<file path="src/rtl/pliu_pkg.sv">
package pliu_pkg;

    localparam int OP_W    = 2;
    localparam int POS_W   = 8;
    localparam int VAL_W   = 32;
    localparam int STAT_W  = 2;
    localparam int OCNT_W  = 5;

    localparam logic [OP_W-1:0] OP_INSERT = 2'd0;
    localparam logic [OP_W-1:0] OP_ERASE  = 2'd1;
    localparam logic [OP_W-1:0] OP_READ   = 2'd2;

    localparam logic [STAT_W-1:0] ST_DONE   = 2'd0;
    localparam logic [STAT_W-1:0] ST_FULL   = 2'd1;
    localparam logic [STAT_W-1:0] ST_BADPOS = 2'd2;

    typedef struct packed {
        logic [OP_W-1:0]         op;
        logic [POS_W-1:0]        position;
        logic signed [VAL_W-1:0] item_value;
    } in_item_t;

    typedef struct packed {
        logic [STAT_W-1:0]       status;
        logic signed [VAL_W-1:0] read_value;
        logic [OCNT_W-1:0]       entry_count;
    } out_item_t;

    // controller to datapath
    typedef struct packed {
        logic load;
        logic shift_in;
        logic shift_out;
        logic read_hit;
    } cmd_t;

    // datapath to controller
    typedef struct packed {
        logic full;
        logic pos_valid;
    } flags_t;

endpackage

</file>
<file path="src/rtl/pliu_ctrl.sv">
module pliu_ctrl (
    input  logic                       aclk,
    input  logic                       aresetn,
    input  logic                       s_valid,
    output logic                       s_ready,
    input  logic [pliu_pkg::OP_W-1:0]  op,
    output logic                       m_valid,
    input  logic                       m_ready,
    input  pliu_pkg::flags_t           flags,
    output pliu_pkg::cmd_t             cmd,
    output logic [pliu_pkg::STAT_W-1:0] status
);
    import pliu_pkg::*;

    localparam logic S_IDLE = 1'b0;
    localparam logic S_HOLD = 1'b1;

    logic              state_reg, state_next;
    logic [STAT_W-1:0] status_reg, status_next;
    logic              accept;
    logic              ok;

    assign s_ready = (state_reg == S_IDLE) || m_ready;
    assign accept  = s_valid && s_ready;
    assign m_valid = (state_reg == S_HOLD);
    assign status  = status_reg;

    always_comb begin
        ok = 1'b0;
        status_next = ST_BADPOS;
        case (op)
            OP_INSERT: begin
                ok = !flags.full;
                status_next = flags.full ? ST_FULL : ST_DONE;
            end
            OP_ERASE, OP_READ: begin
                ok = flags.pos_valid;
                status_next = flags.pos_valid ? ST_DONE : ST_BADPOS;
            end
            default: begin
                ok = 1'b0;
                status_next = ST_BADPOS;
            end
        endcase
    end

    always_comb begin
        cmd.load      = accept;
        cmd.shift_in  = accept && ok && (op == OP_INSERT);
        cmd.shift_out = accept && ok && (op == OP_ERASE);
        cmd.read_hit  = ok && (op == OP_READ);
    end

    always_comb begin
        state_next = state_reg;
        case (state_reg)
            S_IDLE: begin
                if (accept) state_next = S_HOLD;
            end
            S_HOLD: begin
                if (accept) state_next = S_HOLD;
                else if (m_ready) state_next = S_IDLE;
            end
            default: state_next = S_IDLE;
        endcase
    end

    always_ff @(posedge aclk) begin
        if (!aresetn) begin
            state_reg <= S_IDLE;
        end else begin
            state_reg <= state_next;
        end
    end

    always_ff @(posedge aclk) begin
        if (accept) begin
            status_reg <= status_next;
        end
    end

endmodule

</file>
<file path="src/rtl/pliu_dpath.sv">
module pliu_dpath #(
    parameter int CAPACITY = 16
) (
    input  logic                               aclk,
    input  logic                               aresetn,
    input  logic [pliu_pkg::POS_W-1:0]         position,
    input  logic signed [pliu_pkg::VAL_W-1:0]  item_value,
    input  pliu_pkg::cmd_t                     cmd,
    output pliu_pkg::flags_t                   flags,
    output logic signed [pliu_pkg::VAL_W-1:0]  read_value,
    output logic [pliu_pkg::OCNT_W-1:0]        entry_count
);
    import pliu_pkg::*;

    localparam int CNT_W = $clog2(CAPACITY + 1);
    localparam int IDX_W = $clog2(CAPACITY);
    localparam int CMP_W = (CNT_W > POS_W) ? CNT_W : POS_W;

    logic signed [VAL_W-1:0] entries_reg [CAPACITY];
    logic [CNT_W-1:0]        count_reg;
    logic signed [VAL_W-1:0] read_value_reg;

    logic [CMP_W-1:0] pos_ext, cnt_ext, ins_pos;
    logic [IDX_W-1:0] rd_idx;

    assign pos_ext = CMP_W'(position);
    assign cnt_ext = CMP_W'(count_reg);
    // an insert past the end appends
    assign ins_pos = (pos_ext > cnt_ext) ? cnt_ext : pos_ext;
    assign rd_idx  = pos_ext[IDX_W-1:0];

    assign flags.full      = (count_reg == CNT_W'(CAPACITY));
    assign flags.pos_valid = (pos_ext < cnt_ext);

    // cell chain: each cell takes its left or right neighbour, or the new value at the insert point
    always_ff @(posedge aclk) begin
        for (int i = 0; i < CAPACITY; i++) begin
            if (cmd.shift_in) begin
                if (CMP_W'(i) == ins_pos) entries_reg[i] <= item_value;
                else if (i > 0 && CMP_W'(i) > ins_pos) entries_reg[i] <= entries_reg[(i > 0) ? i - 1 : 0];
            end else if (cmd.shift_out) begin
                if (i < CAPACITY - 1 && CMP_W'(i) >= pos_ext)
                    entries_reg[i] <= entries_reg[(i < CAPACITY - 1) ? i + 1 : i];
            end
        end
    end

    always_ff @(posedge aclk) begin
        if (!aresetn) begin
            count_reg <= '0;
        end else if (cmd.shift_in) begin
            count_reg <= count_reg + CNT_W'(1);
        end else if (cmd.shift_out) begin
            count_reg <= count_reg - CNT_W'(1);
        end
    end

    always_ff @(posedge aclk) begin
        if (cmd.load) begin
            read_value_reg <= cmd.read_hit ? entries_reg[rd_idx] : '0;
        end
    end

    assign read_value  = read_value_reg;
    assign entry_count = OCNT_W'(count_reg);

endmodule

</file>
<file path="src/rtl/positional_list_insert_erase_unit.sv">
// a result is registered and is valid in the cycle after its word is accepted
// throughput: one word per cycle while results are taken at once
// the whole cell chain shifts in parallel on insert or erase; read is one mux
// reset: synchronous active-low aresetn clears the count and the handshake,
// cell contents stay undefined until written
module positional_list_insert_erase_unit #(
    parameter int CAPACITY = 16
) (
    input  logic                 aclk,
    input  logic                 aresetn,
    input  logic                 s_valid,
    output logic                 s_ready,
    input  pliu_pkg::in_item_t   s_data,
    output logic                 m_valid,
    input  logic                 m_ready,
    output pliu_pkg::out_item_t  m_data
);
    import pliu_pkg::*;

    cmd_t              cmd;
    flags_t            flags;
    logic [STAT_W-1:0] status;
    logic signed [VAL_W-1:0] read_value;
    logic [OCNT_W-1:0] entry_count;

    pliu_ctrl u_ctrl (
        .aclk    (aclk),
        .aresetn (aresetn),
        .s_valid (s_valid),
        .s_ready (s_ready),
        .op      (s_data.op),
        .m_valid (m_valid),
        .m_ready (m_ready),
        .flags   (flags),
        .cmd     (cmd),
        .status  (status)
    );

    pliu_dpath #(
        .CAPACITY (CAPACITY)
    ) u_dpath (
        .aclk        (aclk),
        .aresetn     (aresetn),
        .position    (s_data.position),
        .item_value  (s_data.item_value),
        .cmd         (cmd),
        .flags       (flags),
        .read_value  (read_value),
        .entry_count (entry_count)
    );

    always_comb begin
        m_data.status      = status;
        m_data.read_value  = read_value;
        m_data.entry_count = entry_count;
    end

endmodule

</file>
<file path="config.mk">
export PLATFORM = sky130hd
export DESIGN_NAME = positional_list_insert_erase_unit
export DESIGN_NICKNAME = d
export VERILOG_FILES = /design/src/rtl/pliu_pkg.sv /design/src/rtl/pliu_ctrl.sv /design/src/rtl/pliu_dpath.sv /design/src/rtl/positional_list_insert_erase_unit.sv
export SDC_FILE = /design/constraint.sdc
export NUM_CORES = 1
export LEC_CHECK = 0
export ABC_AREA = 1
export BUFFER_PORTS_ARGS = -buffer_cell sky130_fd_sc_hd__buf_2
export CORE_ASPECT_RATIO = 1.5
export CORE_UTILIZATION = 43
export CTS_CLUSTER_DIAMETER = 80
export CTS_CLUSTER_SIZE = 10
export DETAILED_ROUTE_END_ITERATION = 7
export GPL_TIMING_DRIVEN = 0
export PLACE_DENSITY = 0.63
export SETUP_SLACK_MARGIN = 0.3
export SYNTH_ARGS = -nofsm -noshare
export SYNTH_HDL_FRONTEND = slang
export SYNTH_SLANG_ARGS = --single-unit
</file>
<file path="constraint.sdc">
create_clock -name aclk -period 8.2 [get_ports aclk]
set_clock_uncertainty 0.2 [all_clocks]
set_input_delay 1.64 -clock aclk [delete_from_list [all_inputs] [get_ports aclk]]
set_output_delay 1.64 -clock aclk [all_outputs]
set_load 0.03 [all_outputs]
</file>
==> out/metrics.cfg <==
[worst_setup_path]
worst_setup_path_end_kind=register
cp-start-kind=input port
crit_fanout=32
critPathRequiredTime_ns=8.29
cp.arrival_ns=7.50
crit_type=in -> reg
r2r_slack_ns=3.28
r2r-start=u_dpath.entry_count[1]$_SDFFE_PN0P_
ff2ff_path_depth=16
worstReg2RegEnd=u_dpath.entries_reg[7][2]$_DFFE_PP_

[yosys]
yosys_warnings=0
synth_top_flop_cell=edfxtp_1
async_reset_ff_share_pct=0
ys_types=42
yosysSeqAreaShare_pct=49.6
syn_area_per_cell_um2=7.87
yosysMostFrequentCell=nand2_1
yosysTopAreaCell=edfxtp_1
yosys.area.top_type_share_pct=49.3
synth_nets=4290
syn_inst=4231
synth_edf_count=546
synth.area.top_cells=edfxtp_1, nand2_1, o21ai_0, nand3_1, inv_1
ys_top_cells_by_count=nand2_1, edfxtp_1, inv_1
synth_seq_cells=552
netlist_area_um2=33300

[routing]
drcViolationCount=0
vias=33400
via_per_inst=6.17
antenna_violating_nets_post_route=0
wirelength_um=162000
drt_iter0_drc=4404
first_pass_iters=8
wl_per_cell_um=29.9

[timing]
maxSlewHeadroom_pct=-3.72
finalHoldViolCount=0
worst_slack_ns=0.787
fin_crit_sh_pct=90.4
rsz0062_at_grt=no
setup_viol=0
fmax_mhz=135
layout_min_cycle_time_ns=7.41
drv_slew=33
tightest_slew_ns=1.56

[cts]
cts-hold-fix-buffers=0
cts.reportedPaths.clkPinSlew_ns=0.06
clock-sinks=552
cts_tree=done
ctsResizeCount=0
cts-root-buf=clkbuf_16
clk_latency_ns=0.68
numCtsBuffers=61
htreeDepth=2
cts_buffer_depth=3
post_cts_buffers=0

[layout]
area_growth_pct=10.8
final-instance-count-excl-fill=5413
fillers=7874
drive_above_1_share_pct=7.63
finish.utilization_pct=48.2
fin_nets=4447
largest_reg_flops=512

[place]
dpl.cell_count=5333
gp_congestion=1.05
io_buffers=86
hpwl_um=124000
dp_worst_setup_slack_ns=-0.0493

[die]
io_pins=87
die_h_um=343
rows=124
start_util_pct=43.5
core_area_um2=76500
die_width_um=229
die_area_um2=78600

[worst_hold_path]
hold_path_depth=2
hold_end=u_dpath.entries_reg[9][16]$_DFFE_PP_
min_from=u_dpath.entries_reg[10][16]$_DFFE_PP_
hp-class=reg -> reg

[power]
ir_worst_vdd_uv=171
p_per_area_nw_per_um2=177
leakagePower_uw=0.0148

[grt]
grt_start_max_net_pins=42
groute.usage.overall_pct=40.9
antenna_found_initial=2
grt_pass1_wl_um=227000
grt_busiest_layer=met2
use_met3_pct=7.36
grt_util_met2_pct=65.0
overflow=0
first_global_vias=32900
grt_use_met1_pct=46.2

[job]
cap_violations=3

[outcome]
outcome=finished with violations
violations=max-capacitance violations, max-slew violations

-- worst max-delay path by stage --
| stage | start | cells past startpoint | to | slack, ns |
|---|---|---|---|---|
| after floorplan | s_valid | 8 | u_dpath.entries_reg[0][0]$_DFFE_PP_ | 0.80 |
| after global placement | s_valid | 9 | u_dpath.entries_reg[0][15]$_DFFE_PP_ | -3.06 |
| after global routing | s_data[32] | 21 | u_dpath.entries_reg[7][2]$_DFFE_PP_ | 0.64 |
| after CTS | s_data[32] | 21 | u_dpath.entries_reg[7][14]$_DFFE_PP_ | 0.64 |
| final | s_data[32] | 21 | u_dpath.entries_reg[7][2]$_DFFE_PP_ | 0.79 |
| after detailed placement | s_data[32] | 21 | u_dpath.entries_reg[7][19]$_DFFE_PP_ | -0.05 |
-- power by group --
part	internal (µW)	switching, µW	total, µW
sequential	3160	25.3	3180
combinational	196	603	799
clock	1320	1230	2550
total	4670	1860	6530
-- per-layer routing --
layer,up-vias,wire (µm)
met5,-,0
met4,0,18200
met3,540,13500
met2,1951,73600
met1,16200,56700
li1,14700,-
-- cell families after synthesis --
group,synth area share [%]
XOR/XNOR,0.0526
adder cells (fa/ha/maj),0.511
AND/OR/NAND/NOR,23.6
flip-flops,49.6
AO/OA/AOI/OAI,17.0
buffers and inverters,9.24
-- cells in the final DEF, fill, tap and decap left out, drive strengths merged --
master	count
or2	2
a21oi	173
o22ai	1
clkinv	1
nand2	1388
nor2	37
nand3	374
o211ai	65
o221ai	64
ha	12
dfxtp	6
a21boi	1
nand4	67
o21ai	684
fa	1
inv	434
diode	4
edfxtp	546
a31o	1
clkbuf	282
nor3	3
clkdlybuf4s15	1
buf	222
xor2	2
a31oi	1
o31ai	1
a41oi	32
-- critical path: stages --
cell and delay (ns):
buf_2 0.18, inv_1 0.17, clkbuf_1 0.33, clkbuf_2 0.63
clkdlybuf4s15_1 0.95, ha_1 0.27, inv_1 0.04, nand2_1 0.04
nand2_1 0.05, nand2_1 0.05, nand2_1 0.06, nand2_1 0.09
nand4_1 0.10, nand2_2 0.12, nand3_2 0.28, nor2_1 0.24
inv_1 0.06, nor2_1 0.71, inv_1 0.33, buf_1 0.35
nand2_2 0.74
-- final cells by class --
cell class              instances  area (µm²)  area share [%]
well taps                    1008        1260            3.42
inverters                     432        1620            4.39
repair buffers                 94         611            1.65
clock inverters                 3        26.3          0.0712
clock buffers                  73        1570            4.26
multi-input cells            2909       13800            37.4
plain buffers                 338        1470            3.98
diodes                          4        10.0          0.0271
flip-flops and latches        552       16500            44.8
-- metrics by stage --
| stage | TNS (ns) | hold slack [ns] | power, µW | area (µm²) |
|---|---|---|---|---|
| floorplan | 0 | 0.320 | 3660 | 33300 |
| global placement | -707.96 | 0.294 | 3980 | 35000 |
| detailed placement | -1.38 | 0.331 | 4000 | 35300 |
| CTS | 0 | 0.341 | 6480 | 36900 |
| global route | 0 | 0.354 | 6640 | 36900 |
| finish | 0 | 0.349 | 6530 | 36900 |
Note: power is estimated with default switching activity, not from simulation.
